===== src/hdl/dns_tlsa_answer_extractor_defines.svh =====
// ---------------------------------------------------------------------------
// DNS TLSA answer extractor assertion macros
// Shared concurrent assertion forms, clocked and reset-qualified.
// ---------------------------------------------------------------------------
`ifndef DNS_TLSA_ANSWER_EXTRACTOR_DEFINES_SVH
`define DNS_TLSA_ANSWER_EXTRACTOR_DEFINES_SVH

// same-cycle implication
`define DTAE_ASSERT_IMP(lbl, ck, rn, ante, cons, msg) \
    lbl: assert property (@(posedge ck) disable iff (!rn) (ante) |-> (cons)) \
        else $error(msg);

// next-cycle implication
`define DTAE_ASSERT_NXT(lbl, ck, rn, ante, cons, msg) \
    lbl: assert property (@(posedge ck) disable iff (!rn) (ante) |=> (cons)) \
        else $error(msg);

`endif


===== src/hdl/dtae_pkg.sv =====
// ---------------------------------------------------------------------------
// dtae_pkg
// Types and codes shared by the DNS TLSA answer extractor modules.
// ---------------------------------------------------------------------------
package dtae_pkg;

    localparam int NAME_STEP_LIMIT_DEF = 128;
    localparam int MAX_LABEL_BYTES_DEF = 63;
    localparam logic [15:0] WANTED_TYPE_RESET = 16'd52;

    // command queue between parser and output stage
    localparam int Q_DEPTH = 4;

    localparam logic [1:0] KIND_HEADER = 2'd0;
    localparam logic [1:0] KIND_DATA   = 2'd1;
    localparam logic [1:0] KIND_STATUS = 2'd2;

    localparam logic [2:0] ST_OK           = 3'd0;
    localparam logic [2:0] ST_SHORT        = 3'd1;
    localparam logic [2:0] ST_NOT_RESPONSE = 3'd2;
    localparam logic [2:0] ST_TRUNCATED    = 3'd3;
    localparam logic [2:0] ST_BAD_NAME     = 3'd4;
    localparam logic [2:0] ST_ENDED_EARLY  = 3'd5;

    // one parsed byte's work: an optional record word, then an optional status word
    typedef struct packed {
        logic        rec_valid;
        logic        rec_is_data;
        logic [7:0]  usage;
        logic [7:0]  selector;
        logic [7:0]  mt_or_byte;
        logic [15:0] data_length;
        logic        data_end;
        logic        sta_valid;
        logic [2:0]  status;
    } cmd_t;

endpackage


===== src/hdl/dtae_byte_if.sv =====
// ---------------------------------------------------------------------------
// dtae_byte_if
// Packet byte channel: one byte and a last flag per word.
// ---------------------------------------------------------------------------
interface dtae_byte_if;
    logic       valid;
    logic       ready;
    logic [7:0] byte_in;
    logic       last;

    modport source (output valid, output byte_in, output last, input ready);
    modport sink   (input valid, input byte_in, input last, output ready);
endinterface


===== src/hdl/dtae_rec_if.sv =====
// ---------------------------------------------------------------------------
// dtae_rec_if
// Result channel: record headers, data bytes and end status words.
// ---------------------------------------------------------------------------
interface dtae_rec_if;
    logic        valid;
    logic        ready;
    logic [1:0]  kind;
    logic [7:0]  usage;
    logic [7:0]  selector;
    logic [7:0]  match_type;
    logic [15:0] data_length;
    logic [7:0]  data_byte;
    logic        data_end;
    logic [2:0]  status;

    modport source (output valid, output kind, output usage, output selector,
                    output match_type, output data_length, output data_byte,
                    output data_end, output status, input ready);
    modport sink   (input valid, input kind, input usage, input selector,
                    input match_type, input data_length, input data_byte,
                    input data_end, input status, output ready);
endinterface


===== src/hdl/dtae_cfg_if.sv =====
// ---------------------------------------------------------------------------
// dtae_cfg_if
// Configuration write channel for the wanted record type.
// ---------------------------------------------------------------------------
interface dtae_cfg_if;
    logic        valid;
    logic        ready;
    logic [15:0] wanted_type;

    modport source (output valid, output wanted_type, input ready);
    modport sink   (input valid, input wanted_type, output ready);
endinterface


===== src/hdl/dtae_front.sv =====
// ---------------------------------------------------------------------------
// dtae_front
// Byte parser: walks header, questions and answers, emits at most one command per byte.
// ---------------------------------------------------------------------------
module dtae_front #(
    parameter int NAME_STEP_LIMIT = dtae_pkg::NAME_STEP_LIMIT_DEF,
    parameter int MAX_LABEL_BYTES = dtae_pkg::MAX_LABEL_BYTES_DEF
) (
    input  logic              clk,
    input  logic              rst_n,
    dtae_byte_if.sink         packet,
    input  logic [15:0]       wanted_type,
    input  logic              q_full,
    output logic              push,
    output dtae_pkg::cmd_t    cmd
);

    localparam int SW = $clog2(NAME_STEP_LIMIT + 1);
    localparam int LW = (MAX_LABEL_BYTES > 1) ? $clog2(MAX_LABEL_BYTES + 1) : 1;
    localparam logic [3:0] HDR_LAST = 4'd11;

    typedef enum logic [10:0] {
        PH_HEADER     = 11'b000_0000_0001,
        PH_NAME_LEN   = 11'b000_0000_0010,
        PH_NAME_LABEL = 11'b000_0000_0100,
        PH_NAME_PTR   = 11'b000_0000_1000,
        PH_QFIXED     = 11'b000_0001_0000,
        PH_AFIXED     = 11'b000_0010_0000,
        PH_RHDR       = 11'b000_0100_0000,
        PH_RDATA      = 11'b000_1000_0000,
        PH_RSKIP      = 11'b001_0000_0000,
        PH_DONE       = 11'b010_0000_0000,
        PH_ERROR      = 11'b100_0000_0000
    } phase_t;

    phase_t      phase_reg, phase_next;
    logic [3:0]  fpos_reg, fpos_next;
    logic [7:0]  flag_reg, flag_next;
    logic [15:0] qleft_reg, qleft_next;
    logic [15:0] aleft_reg, aleft_next;
    logic [SW-1:0] steps_reg, steps_next;
    logic [LW-1:0] label_reg, label_next;
    logic [15:0] rtype_reg, rtype_next;
    logic [15:0] rleft_reg, rleft_next;
    logic [7:0]  usage_reg, usage_next;
    logic [7:0]  sel_reg, sel_next;
    logic [2:0]  estat_reg, estat_next;

    logic        accept;
    logic [7:0]  b;
    logic [15:0] rd_new;
    logic [15:0] rd_dec;
    logic [15:0] q_dec;
    logic [15:0] a_dec;

    assign packet.ready = !q_full;
    assign accept       = packet.valid && packet.ready;
    assign b            = packet.byte_in;
    assign rd_new       = {rleft_reg[15:8], b};
    assign rd_dec       = rleft_reg - 16'd1;
    assign q_dec        = qleft_reg - 16'd1;
    assign a_dec        = aleft_reg - 16'd1;

    always_comb
    begin
        phase_next = phase_reg;
        fpos_next  = fpos_reg;
        flag_next  = flag_reg;
        qleft_next = qleft_reg;
        aleft_next = aleft_reg;
        steps_next = steps_reg;
        label_next = label_reg;
        rtype_next = rtype_reg;
        rleft_next = rleft_reg;
        usage_next = usage_reg;
        sel_next   = sel_reg;
        estat_next = estat_reg;
        cmd        = '0;

        case (phase_reg)
            PH_HEADER:
            begin
                if (fpos_reg == 4'd2)
                begin
                    flag_next = b;
                end
                else if (fpos_reg == 4'd3)
                begin
                    if (!flag_reg[7] || (b[3:0] != 4'h0))
                        estat_next = dtae_pkg::ST_NOT_RESPONSE;
                    else if (flag_reg[1])
                        estat_next = dtae_pkg::ST_TRUNCATED;
                end
                else if (fpos_reg == 4'd4)
                begin
                    qleft_next = {b, 8'h00};
                end
                else if (fpos_reg == 4'd5)
                begin
                    qleft_next = {qleft_reg[15:8], b};
                end
                else if (fpos_reg == 4'd6)
                begin
                    aleft_next = {b, 8'h00};
                end
                else if (fpos_reg == 4'd7)
                begin
                    aleft_next = {aleft_reg[15:8], b};
                end
                if (fpos_reg >= HDR_LAST)
                begin
                    fpos_next = 4'd0;
                    if (estat_reg != dtae_pkg::ST_OK)
                        phase_next = PH_ERROR;
                    else if ((qleft_reg != 16'd0) || (aleft_reg != 16'd0))
                    begin
                        phase_next = PH_NAME_LEN;
                        steps_next = '0;
                        label_next = '0;
                    end
                    else
                        phase_next = PH_DONE;
                end
                else
                begin
                    fpos_next = fpos_reg + 4'd1;
                end
            end

            PH_NAME_LEN:
            begin
                if (steps_reg >= SW'(NAME_STEP_LIMIT))
                begin
                    estat_next = dtae_pkg::ST_BAD_NAME;
                    phase_next = PH_ERROR;
                end
                else
                begin
                    steps_next = steps_reg + SW'(1);
                    if (b == 8'h00)
                    begin
                        fpos_next  = 4'd0;
                        phase_next = (qleft_reg != 16'd0) ? PH_QFIXED : PH_AFIXED;
                    end
                    else if ((b & 8'hC0) == 8'hC0)
                    begin
                        phase_next = PH_NAME_PTR;
                    end
                    else if (b > 8'(MAX_LABEL_BYTES))
                    begin
                        estat_next = dtae_pkg::ST_BAD_NAME;
                        phase_next = PH_ERROR;
                    end
                    else
                    begin
                        label_next = b[LW-1:0];
                        phase_next = PH_NAME_LABEL;
                    end
                end
            end

            PH_NAME_LABEL:
            begin
                label_next = label_reg - LW'(1);
                if (label_reg == LW'(1))
                    phase_next = PH_NAME_LEN;
            end

            PH_NAME_PTR:
            begin
                fpos_next  = 4'd0;
                phase_next = (qleft_reg != 16'd0) ? PH_QFIXED : PH_AFIXED;
            end

            PH_QFIXED:
            begin
                if (fpos_reg >= 4'd3)
                begin
                    fpos_next  = 4'd0;
                    qleft_next = q_dec;
                    if ((q_dec != 16'd0) || (aleft_reg != 16'd0))
                    begin
                        phase_next = PH_NAME_LEN;
                        steps_next = '0;
                        label_next = '0;
                    end
                    else
                        phase_next = PH_DONE;
                end
                else
                begin
                    fpos_next = fpos_reg + 4'd1;
                end
            end

            PH_AFIXED:
            begin
                if (fpos_reg == 4'd0)
                    rtype_next = {b, 8'h00};
                else if (fpos_reg == 4'd1)
                    rtype_next = {rtype_reg[15:8], b};
                else if (fpos_reg == 4'd8)
                    rleft_next = {b, 8'h00};
                else if (fpos_reg == 4'd9)
                    rleft_next = rd_new;
                if (fpos_reg >= 4'd9)
                begin
                    fpos_next = 4'd0;
                    if (rd_new == 16'd0)
                    begin
                        aleft_next = a_dec;
                        if ((qleft_reg != 16'd0) || (a_dec != 16'd0))
                        begin
                            phase_next = PH_NAME_LEN;
                            steps_next = '0;
                            label_next = '0;
                        end
                        else
                            phase_next = PH_DONE;
                    end
                    else if ((rtype_reg == wanted_type) && (rd_new >= 16'd4))
                        phase_next = PH_RHDR;
                    else
                        phase_next = PH_RSKIP;
                end
                else
                begin
                    fpos_next = fpos_reg + 4'd1;
                end
            end

            PH_RHDR:
            begin
                rleft_next = rd_dec;
                if (fpos_reg == 4'd0)
                begin
                    usage_next = b;
                    fpos_next  = 4'd1;
                end
                else if (fpos_reg == 4'd1)
                begin
                    sel_next  = b;
                    fpos_next = 4'd2;
                end
                else
                begin
                    cmd.rec_valid   = 1'b1;
                    cmd.rec_is_data = 1'b0;
                    cmd.usage       = usage_reg;
                    cmd.selector    = sel_reg;
                    cmd.mt_or_byte  = b;
                    cmd.data_length = rd_dec;
                    fpos_next       = 4'd0;
                    phase_next      = PH_RDATA;
                end
            end

            PH_RDATA, PH_RSKIP:
            begin
                rleft_next = rd_dec;
                if (phase_reg == PH_RDATA)
                begin
                    cmd.rec_valid   = 1'b1;
                    cmd.rec_is_data = 1'b1;
                    cmd.mt_or_byte  = b;
                    cmd.data_end    = (rd_dec == 16'd0);
                end
                if (rd_dec == 16'd0)
                begin
                    aleft_next = a_dec;
                    if ((qleft_reg != 16'd0) || (a_dec != 16'd0))
                    begin
                        phase_next = PH_NAME_LEN;
                        steps_next = '0;
                        label_next = '0;
                    end
                    else
                        phase_next = PH_DONE;
                end
            end

            default:
            begin
                // done or error: bytes are dropped until the last one
            end
        endcase

        if (packet.last)
        begin
            cmd.sta_valid = 1'b1;
            if (phase_next == PH_ERROR)
                cmd.status = estat_next;
            else if (phase_next == PH_DONE)
                cmd.status = dtae_pkg::ST_OK;
            else if (phase_next == PH_HEADER)
                cmd.status = dtae_pkg::ST_SHORT;
            else
                cmd.status = dtae_pkg::ST_ENDED_EARLY;
            phase_next = PH_HEADER;
            fpos_next  = 4'd0;
            flag_next  = 8'h00;
            qleft_next = 16'd0;
            aleft_next = 16'd0;
            steps_next = '0;
            label_next = '0;
            rtype_next = 16'd0;
            rleft_next = 16'd0;
            usage_next = 8'h00;
            sel_next   = 8'h00;
            estat_next = dtae_pkg::ST_OK;
        end
    end

    assign push = accept && (cmd.rec_valid || cmd.sta_valid);

    always_ff @(posedge clk or negedge rst_n)
    begin
        if (!rst_n)
        begin
            phase_reg <= PH_HEADER;
            fpos_reg  <= 4'd0;
            flag_reg  <= 8'h00;
            qleft_reg <= 16'd0;
            aleft_reg <= 16'd0;
            steps_reg <= '0;
            label_reg <= '0;
            rtype_reg <= 16'd0;
            rleft_reg <= 16'd0;
            usage_reg <= 8'h00;
            sel_reg   <= 8'h00;
            estat_reg <= dtae_pkg::ST_OK;
        end
        else if (accept)
        begin
            phase_reg <= phase_next;
            fpos_reg  <= fpos_next;
            flag_reg  <= flag_next;
            qleft_reg <= qleft_next;
            aleft_reg <= aleft_next;
            steps_reg <= steps_next;
            label_reg <= label_next;
            rtype_reg <= rtype_next;
            rleft_reg <= rleft_next;
            usage_reg <= usage_next;
            sel_reg   <= sel_next;
            estat_reg <= estat_next;
        end
    end

endmodule


===== src/hdl/dtae_queue.sv =====
// ---------------------------------------------------------------------------
// dtae_queue
// Short command FIFO between the parser and the output stage.
// ---------------------------------------------------------------------------
`include "dns_tlsa_answer_extractor_defines.svh"

module dtae_queue (
    input  logic              clk,
    input  logic              rst_n,
    input  logic              push,
    input  dtae_pkg::cmd_t    push_cmd,
    input  logic              pop,
    output dtae_pkg::cmd_t    head_cmd,
    output logic              full,
    output logic              nonempty
);

    localparam int PW = $clog2(dtae_pkg::Q_DEPTH);
    localparam int CW = $clog2(dtae_pkg::Q_DEPTH + 1);

    dtae_pkg::cmd_t entry_reg [dtae_pkg::Q_DEPTH];
    logic [PW-1:0]  wptr_reg, wptr_next;
    logic [PW-1:0]  rptr_reg, rptr_next;
    logic [CW-1:0]  count_reg, count_next;

    assign full     = (count_reg == CW'(dtae_pkg::Q_DEPTH));
    assign nonempty = (count_reg != '0);
    assign head_cmd = entry_reg[rptr_reg];

    always_comb
    begin
        wptr_next  = push ? wptr_reg + PW'(1) : wptr_reg;
        rptr_next  = pop ? rptr_reg + PW'(1) : rptr_reg;
        count_next = count_reg;
        if (push && !pop)
            count_next = count_reg + CW'(1);
        else if (pop && !push)
            count_next = count_reg - CW'(1);
    end

    always_ff @(posedge clk)
    begin
        if (push)
            entry_reg[wptr_reg] <= push_cmd;
    end

    always_ff @(posedge clk or negedge rst_n)
    begin
        if (!rst_n)
        begin
            wptr_reg  <= '0;
            rptr_reg  <= '0;
            count_reg <= '0;
        end
        else
        begin
            wptr_reg  <= wptr_next;
            rptr_reg  <= rptr_next;
            count_reg <= count_next;
        end
    end

    `DTAE_ASSERT_IMP(a_no_push_full, clk, rst_n, full, !push, "push into full queue")
    `DTAE_ASSERT_IMP(a_no_pop_empty, clk, rst_n, !nonempty, !pop, "pop from empty queue")
    `DTAE_ASSERT_NXT(a_count_up, clk, rst_n, push && !pop, count_reg == $past(count_reg) + CW'(1), "count did not rise on push")
    `DTAE_ASSERT_NXT(a_count_down, clk, rst_n, pop && !push, count_reg == $past(count_reg) - CW'(1), "count did not fall on pop")

endmodule


===== src/hdl/dtae_back.sv =====
// ---------------------------------------------------------------------------
// dtae_back
// Output stage: turns each command into one or two result words.
// ---------------------------------------------------------------------------
module dtae_back (
    input  logic              clk,
    input  logic              rst_n,
    input  dtae_pkg::cmd_t    head_cmd,
    input  logic              q_nonempty,
    output logic              pop,
    dtae_rec_if.source        records
);

    dtae_pkg::cmd_t hold_reg;
    logic           hold_valid_reg, hold_valid_next;
    logic           rec_pend_reg, rec_pend_next;
    logic           fire;
    logic           cmd_done;

    assign fire     = records.valid && records.ready;
    // the record word goes first; a pending status keeps the command held
    assign cmd_done = fire && !(rec_pend_reg && hold_reg.sta_valid);
    assign pop      = q_nonempty && (!hold_valid_reg || cmd_done);

    always_comb
    begin
        hold_valid_next = hold_valid_reg;
        rec_pend_next   = rec_pend_reg;
        if (pop)
        begin
            hold_valid_next = 1'b1;
            rec_pend_next   = head_cmd.rec_valid;
        end
        else if (cmd_done)
        begin
            hold_valid_next = 1'b0;
            rec_pend_next   = 1'b0;
        end
        else if (fire)
        begin
            rec_pend_next = 1'b0;
        end
    end

    always_ff @(posedge clk)
    begin
        if (pop)
            hold_reg <= head_cmd;
    end

    always_ff @(posedge clk or negedge rst_n)
    begin
        if (!rst_n)
        begin
            hold_valid_reg <= 1'b0;
            rec_pend_reg   <= 1'b0;
        end
        else
        begin
            hold_valid_reg <= hold_valid_next;
            rec_pend_reg   <= rec_pend_next;
        end
    end

    always_comb
    begin
        records.valid       = hold_valid_reg;
        records.kind        = dtae_pkg::KIND_STATUS;
        records.usage       = 8'h00;
        records.selector    = 8'h00;
        records.match_type  = 8'h00;
        records.data_length = 16'd0;
        records.data_byte   = 8'h00;
        records.data_end    = 1'b0;
        records.status      = dtae_pkg::ST_OK;
        if (rec_pend_reg)
        begin
            if (hold_reg.rec_is_data)
            begin
                records.kind      = dtae_pkg::KIND_DATA;
                records.data_byte = hold_reg.mt_or_byte;
                records.data_end  = hold_reg.data_end;
            end
            else
            begin
                records.kind        = dtae_pkg::KIND_HEADER;
                records.usage       = hold_reg.usage;
                records.selector    = hold_reg.selector;
                records.match_type  = hold_reg.mt_or_byte;
                records.data_length = hold_reg.data_length;
            end
        end
        else
        begin
            records.status = hold_reg.status;
        end
    end

endmodule


===== src/hdl/dns_tlsa_answer_extractor.sv =====
// ---------------------------------------------------------------------------
// dns_tlsa_answer_extractor
// Streams TLSA-style record fields out of a DNS response, one byte a cycle.
// ---------------------------------------------------------------------------
// Accepts one packet byte per cycle while the command queue is not full.
// A last byte with a record word gives two words, one per cycle while ready.
// A four-entry command queue lets parser and output stall independently.
// Reset (rst_n low, async) returns the parser to the packet header, empties
// the queue and sets wanted_type to 52.
module dns_tlsa_answer_extractor #(
    parameter int NAME_STEP_LIMIT = dtae_pkg::NAME_STEP_LIMIT_DEF,
    parameter int MAX_LABEL_BYTES = dtae_pkg::MAX_LABEL_BYTES_DEF
) (
    input  logic        clk,
    input  logic        rst_n,
    dtae_byte_if.sink   packet,
    dtae_rec_if.source  records,
    dtae_cfg_if.sink    cfg
);

    logic [15:0]    wanted_type_reg;
    logic [15:0]    wanted_type_next;
    logic           q_full;
    logic           q_nonempty;
    logic           push;
    logic           pop;
    dtae_pkg::cmd_t push_cmd;
    dtae_pkg::cmd_t head_cmd;

    assign cfg.ready        = 1'b1;
    assign wanted_type_next = (cfg.valid && cfg.ready) ? cfg.wanted_type : wanted_type_reg;

    always_ff @(posedge clk or negedge rst_n)
    begin
        if (!rst_n)
            wanted_type_reg <= dtae_pkg::WANTED_TYPE_RESET;
        else
            wanted_type_reg <= wanted_type_next;
    end

    dtae_front #(
        .NAME_STEP_LIMIT (NAME_STEP_LIMIT),
        .MAX_LABEL_BYTES (MAX_LABEL_BYTES)
    ) u_front (
        .clk         (clk),
        .rst_n       (rst_n),
        .packet      (packet),
        .wanted_type (wanted_type_reg),
        .q_full      (q_full),
        .push        (push),
        .cmd         (push_cmd)
    );

    dtae_queue u_queue (
        .clk      (clk),
        .rst_n    (rst_n),
        .push     (push),
        .push_cmd (push_cmd),
        .pop      (pop),
        .head_cmd (head_cmd),
        .full     (q_full),
        .nonempty (q_nonempty)
    );

    dtae_back u_back (
        .clk        (clk),
        .rst_n      (rst_n),
        .head_cmd   (head_cmd),
        .q_nonempty (q_nonempty),
        .pop        (pop),
        .records    (records)
    );

endmodule


===== src/flat_wrapper.sv =====
// flat-port wrapper written by rule: the top's interface ports become plain ports
module dns_tlsa_answer_extractor_flat 
#(
    parameter int NAME_STEP_LIMIT = dtae_pkg::NAME_STEP_LIMIT_DEF,
    parameter int MAX_LABEL_BYTES = dtae_pkg::MAX_LABEL_BYTES_DEF
)
  (clk, rst_n, packet_valid, packet_byte_in, packet_last, packet_ready, records_valid, records_kind, records_usage, records_selector, records_match_type, records_data_length, records_data_byte, records_data_end, records_status, records_ready, cfg_valid, cfg_wanted_type, cfg_ready);
  dtae_byte_if packet_i ();
  dtae_rec_if records_i ();
  dtae_cfg_if cfg_i ();
  input  logic clk;
  input  logic rst_n;
  input wire logic [$bits(packet_i.valid)-1:0] packet_valid;
  input wire logic [$bits(packet_i.byte_in)-1:0] packet_byte_in;
  input wire logic [$bits(packet_i.last)-1:0] packet_last;
  output wire logic [$bits(packet_i.ready)-1:0] packet_ready;
  output wire logic [$bits(records_i.valid)-1:0] records_valid;
  output wire logic [$bits(records_i.kind)-1:0] records_kind;
  output wire logic [$bits(records_i.usage)-1:0] records_usage;
  output wire logic [$bits(records_i.selector)-1:0] records_selector;
  output wire logic [$bits(records_i.match_type)-1:0] records_match_type;
  output wire logic [$bits(records_i.data_length)-1:0] records_data_length;
  output wire logic [$bits(records_i.data_byte)-1:0] records_data_byte;
  output wire logic [$bits(records_i.data_end)-1:0] records_data_end;
  output wire logic [$bits(records_i.status)-1:0] records_status;
  input wire logic [$bits(records_i.ready)-1:0] records_ready;
  input wire logic [$bits(cfg_i.valid)-1:0] cfg_valid;
  input wire logic [$bits(cfg_i.wanted_type)-1:0] cfg_wanted_type;
  output wire logic [$bits(cfg_i.ready)-1:0] cfg_ready;
  assign packet_i.valid = packet_valid;
  assign packet_i.byte_in = packet_byte_in;
  assign packet_i.last = packet_last;
  assign packet_ready = packet_i.ready;
  assign records_valid = records_i.valid;
  assign records_kind = records_i.kind;
  assign records_usage = records_i.usage;
  assign records_selector = records_i.selector;
  assign records_match_type = records_i.match_type;
  assign records_data_length = records_i.data_length;
  assign records_data_byte = records_i.data_byte;
  assign records_data_end = records_i.data_end;
  assign records_status = records_i.status;
  assign records_i.ready = records_ready;
  assign cfg_i.valid = cfg_valid;
  assign cfg_i.wanted_type = cfg_wanted_type;
  assign cfg_ready = cfg_i.ready;
  dns_tlsa_answer_extractor #(.NAME_STEP_LIMIT(NAME_STEP_LIMIT), .MAX_LABEL_BYTES(MAX_LABEL_BYTES)) u_core (.clk(clk), .rst_n(rst_n), .packet(packet_i), .records(records_i), .cfg(cfg_i));
endmodule

===== config.mk =====
export PLATFORM = sky130hd
export DESIGN_NAME = dns_tlsa_answer_extractor_flat
export DESIGN_NICKNAME = d
export VERILOG_FILES = /design/src/hdl/dtae_pkg.sv /design/src/hdl/dtae_byte_if.sv /design/src/hdl/dtae_rec_if.sv /design/src/hdl/dtae_cfg_if.sv /design/src/hdl/dtae_front.sv /design/src/hdl/dtae_queue.sv /design/src/hdl/dtae_back.sv /design/src/hdl/dns_tlsa_answer_extractor.sv /design/src/flat_wrapper.sv
export VERILOG_INCLUDE_DIRS = /design/src /design/src/hdl
export SDC_FILE = /design/constraint.sdc
export NUM_CORES = 1
export LEC_CHECK = 0
export BUFFER_PORTS_ARGS = -buffer_cell sky130_fd_sc_hd__clkbuf_2
export CORE_UTILIZATION = 38
export CTS_CLUSTER_SIZE = 30
export DETAILED_ROUTE_END_ITERATION = 16
export SETUP_SLACK_MARGIN = 0.15
export SLEW_MARGIN = 30
export SYNTH_ARGS = -nofsm -noshare
export SYNTH_HDL_FRONTEND = slang
export SYNTH_SLANG_ARGS = --single-unit
export TNS_END_PERCENT = 100

===== constraint.sdc =====
create_clock -name clk -period 4.1 [get_ports clk]
set_input_delay 0.82 -clock clk [delete_from_list [all_inputs] [get_ports clk]]
set_output_delay 0.82 -clock clk [all_outputs]
set_load 0.05 [all_outputs]

==> run summary <==
• complete, but fails checks — run status
• DRC — violated checks
• 46200 microns — detailed-route wire length
• 220 microns — horizontal die dimension
• 460 ps — flop-to-flop setup slack
• 2266 — post-layout instance count excluding filler cells
• 13.4 ps — clock tree skew after final layout
• 3 — Max Buffers Root-to-Sink
• 47.1% — headroom to the max-slew limit
• 38.8% — area share of the largest cell type after synthesis
• 899 — DRC marker count from the first detailed-route iteration
• 0.0485 sq mm — area enclosed by the die boundary
• 0 — Hold Vio Cnt, Final
• 11.9 sq um — post-synthesis average cell area
• 4910 uW — Net Switching
• 4360 ps — required time worst endpoint
• 36.0% — proportion of total power due to net switching
• 0 — number of maximum-capacitance violations
• 11 — first-pass detailed-route iteration total
• 0 ps — setup TNS
• clkbuf_16 — library cell used as clock root buffer
• 0 — ANT nets after route
• 3640 ps — Tmin final
• 275 MHz — maximum clock rate
• 31200 microns — post-DP HPWL
• 39.3% — Flop pwr share
• 79 — floorplan row count
• 26.9% — part of the power in the clock network
• edfxtp_1 (39%), dfrtp_1 (19%), mux4_2 (5.9%), nor2_1 (2.8%), and2_1 (2.7%) — largest cells by area after synthesis
• 0.0105 sq mm — Reg area
• 0 — diode insertion count for antenna repair
• 33.7% — proportion of power drawn by combinational gates
• 37.3% — asr flop ratio synth
• 373 — flip-flop and latch count after synthesis
• 9 — DRC violations left
• 58.1% — part of the Yosys area used for sequential elements
• 0 — Setup Viol. Count Final
• 4303 — Filler cells
• 20.4 microns — routed wirelength normalized by instance count
• 0 — number of antenna violations at the first check in global routing
• done — clock tree from TritonCTS
• 87 — io pins
• edfxtp_1 — most common cell after layout, fill and taps aside
• 234 — count of flip-flops with a built-in enable after synthesis
• 8 — critical path peak fanout
• 560 ps — clock latency at the later pin of the worst-skew pair
• 0.0181 sq mm — Netlist Area Pre-Place
• edfxtp_1 (234), dfrtp_1 (133), nor2_1 (132), nand2_1 (106), clkbuf_2 (84) — top library cells by usage in the layout, fill and taps aside
• reg -> reg — Crit Path Category
• 15.0% — area overhead of the layout relative to synthesis
• in -> async — worst hold path type
• 0.0468 sq mm — area of the core
• 5.65 — routed via count divided by cell count
• flip-flop — sort of element at the end of the critical path
• 787 ps — worst-margin pin slew
• 0.354 mV — highest ir drop seen on vdd
• 12.5k — vias in the first global route
• 188 — number of flip-flops in the largest register
• 60 ps — clock-pin slew on the worst setup and hold paths
• 88.7% — share of the cycle needed by the critical path after routing
• 0 — Synth warnings
• u_core.u_queue.entry_reg[0][2] — destination of the worst register-to-register timing path
• 19.3% — share of post-route cells with drive strength above 1
• 0 — final max-slew violation count
• 0.00800 uW — Static Leak
• 41 — CTS buffer count
• 3900 ps — CP Data Arrival Time
• 655 mW/mm^2 — power density normalized to cell area
• 72200 microns — wire length of the first global-routing pass
• 0.915 — weighted congestion reported at the end of routability-driven placement
• 1579 — Synthesized Nets
• 0 — overflow left after global routing
• 2183 — placed instance count
• 19.3% — total routing usage reported by global routing
• 11 — R2R depth
• 12.8k — detailed-route via count
• 85 — Buffers on Ports
• no — unrepaired setup endpoints after global routing
• 1524 — number of instances in the synthesized netlist
• 8730 uW — internal power component
• 0.00712 sq mm — area taken by multi-input logic gates
• 38.7% — starting density of the core
• 220 microns — Die Span Y
• 373 — total number of clock tree sinks
• edfxtp_1 — dominant register cell in the synthesized netlist
• 84 — distinct cell type count after synthesis
• 1683 — nets@finish
• flip-flop — element type at the critical path start
• 2 — H-Tree Level Count
• u_core.u_front.aleft_reg[0] — Crit Reg-Reg Startpoint
• edfxtp_1 — cell type with the largest total area after synthesis
• 70 — largest net degree at the start of global routing
[stage by stage]
stage               area, sq um  hold WS, ps  total power [uW]  worst slack [ps]  utilization (%)
global route              20800          332             14400               167             44.5
global placement          19400          459              9940               401             41.4
CTS                       20700          310             13700               351             44.3
detailed placement        19400          471             10000               272             41.5
floorplan                 18100          449              8700               489                -
finish                    20800          292             13600               463             44.5
[area by class of cell]
cell class	instances	share of cell area, %
sequential	373	50.5
multi-input combinational	1025	34.2
clock buffer	64	5.88
timing repair buffer	146	4.40
tap	607	3.65
inverter	41	0.740
clock inverter	10	0.613
[power groups by stage]
stage          clock network [uW]  registers (uW)  logic (uW)
2_1_floorplan                   0            5130        3580
3_3_place_gp                    0            5420        4530
3_5_place_dp                    0            5440        4560
4_1_cts                      3760            5370        4580
5_1_grt                      3900            5460        5000
6_report                     3670            5370        4600
[worst max path at each step]
stage                                startpoint                              to  slack, ps  depth (start not counted)
finish              u_core.u_front.aleft_reg[0]  u_core.u_queue.entry_reg[0][2]        460                         11
global route        u_core.u_front.qleft_reg[0]  u_core.u_queue.entry_reg[0][2]        170                         11
CTS                 u_core.u_front.rleft_reg[0]     u_core.u_front.steps_reg[6]        350                         11
detailed placement            packet_byte_in[7]     u_core.u_front.steps_reg[6]        270                         10
global placement              packet_byte_in[2]  u_core.u_queue.entry_reg[0][2]        400                          8
floorplan           u_core.u_front.phase_reg[1]  u_core.u_queue.entry_reg[0][0]        490                          6
[cells by family (layout without fill, tap and decap cells)]
logic type	count (synthesis)	after routing	share of synthesized area, %
AO/OA/AOI/OAI	316	316	11.1
buffers and inverters	126	261	2.74
AND/OR/NAND/NOR	554	554	16.0
flip-flops	373	373	58.1
multiplexers	81	81	7.96
adder cells (fa/ha/maj)	25	25	1.77
other	1	1	0.0207
XOR/XNOR	48	48	2.32
[cell usage after synthesis (28+ instances only)]
cell      count
edfxtp_1    234
nand3_1      37
a21oi_1      54
dfrtp_1     135
nor3_1       37
and2_1       79
a31oi_1      38
o21ai_1      55
o31ai_1      28
o21ai_0      53
clkbuf_1     65
nor2_1      133
nand2_1     106
xnor2_1      35
inv_1        40
mux4_2       47
[worst max-delay path, stage by stage, from the launching register on]
cell and delay, ps:
dfrtp_1 450, inv_1 90, ha_1 220, nor3b_2 450, nand3_1 310, or3_1 460, nor4_1 320, nand4_1 190
o31a_1 330, o21a_1 170, mux2i_1 170, o211ai_1 190
[metal layers]
| layer | track usage (%) | share of wire (%) | wire (microns) |
|---|---|---|---|
| met1 | 27.1 | 45 | 21000 |
| met5 | 0 | 0 | 0 |
| met3 | 2.68 | 4.9 | 2280 |
| met2 | 31.0 | 47 | 21900 |
| met4 | 5.84 | 2.2 | 1040 |
[what timing repair did]
item / 4_1_cts / 5_1_grt
endpoints found under the setup margin: 0 / 13
buffers inserted: 0 / 8
hold endpoints to repair: 0 / 0
gates resized for setup: 0 / 1
hold buffers: 0 / 0
Note: power is estimated with default switching activity, not from simulation.
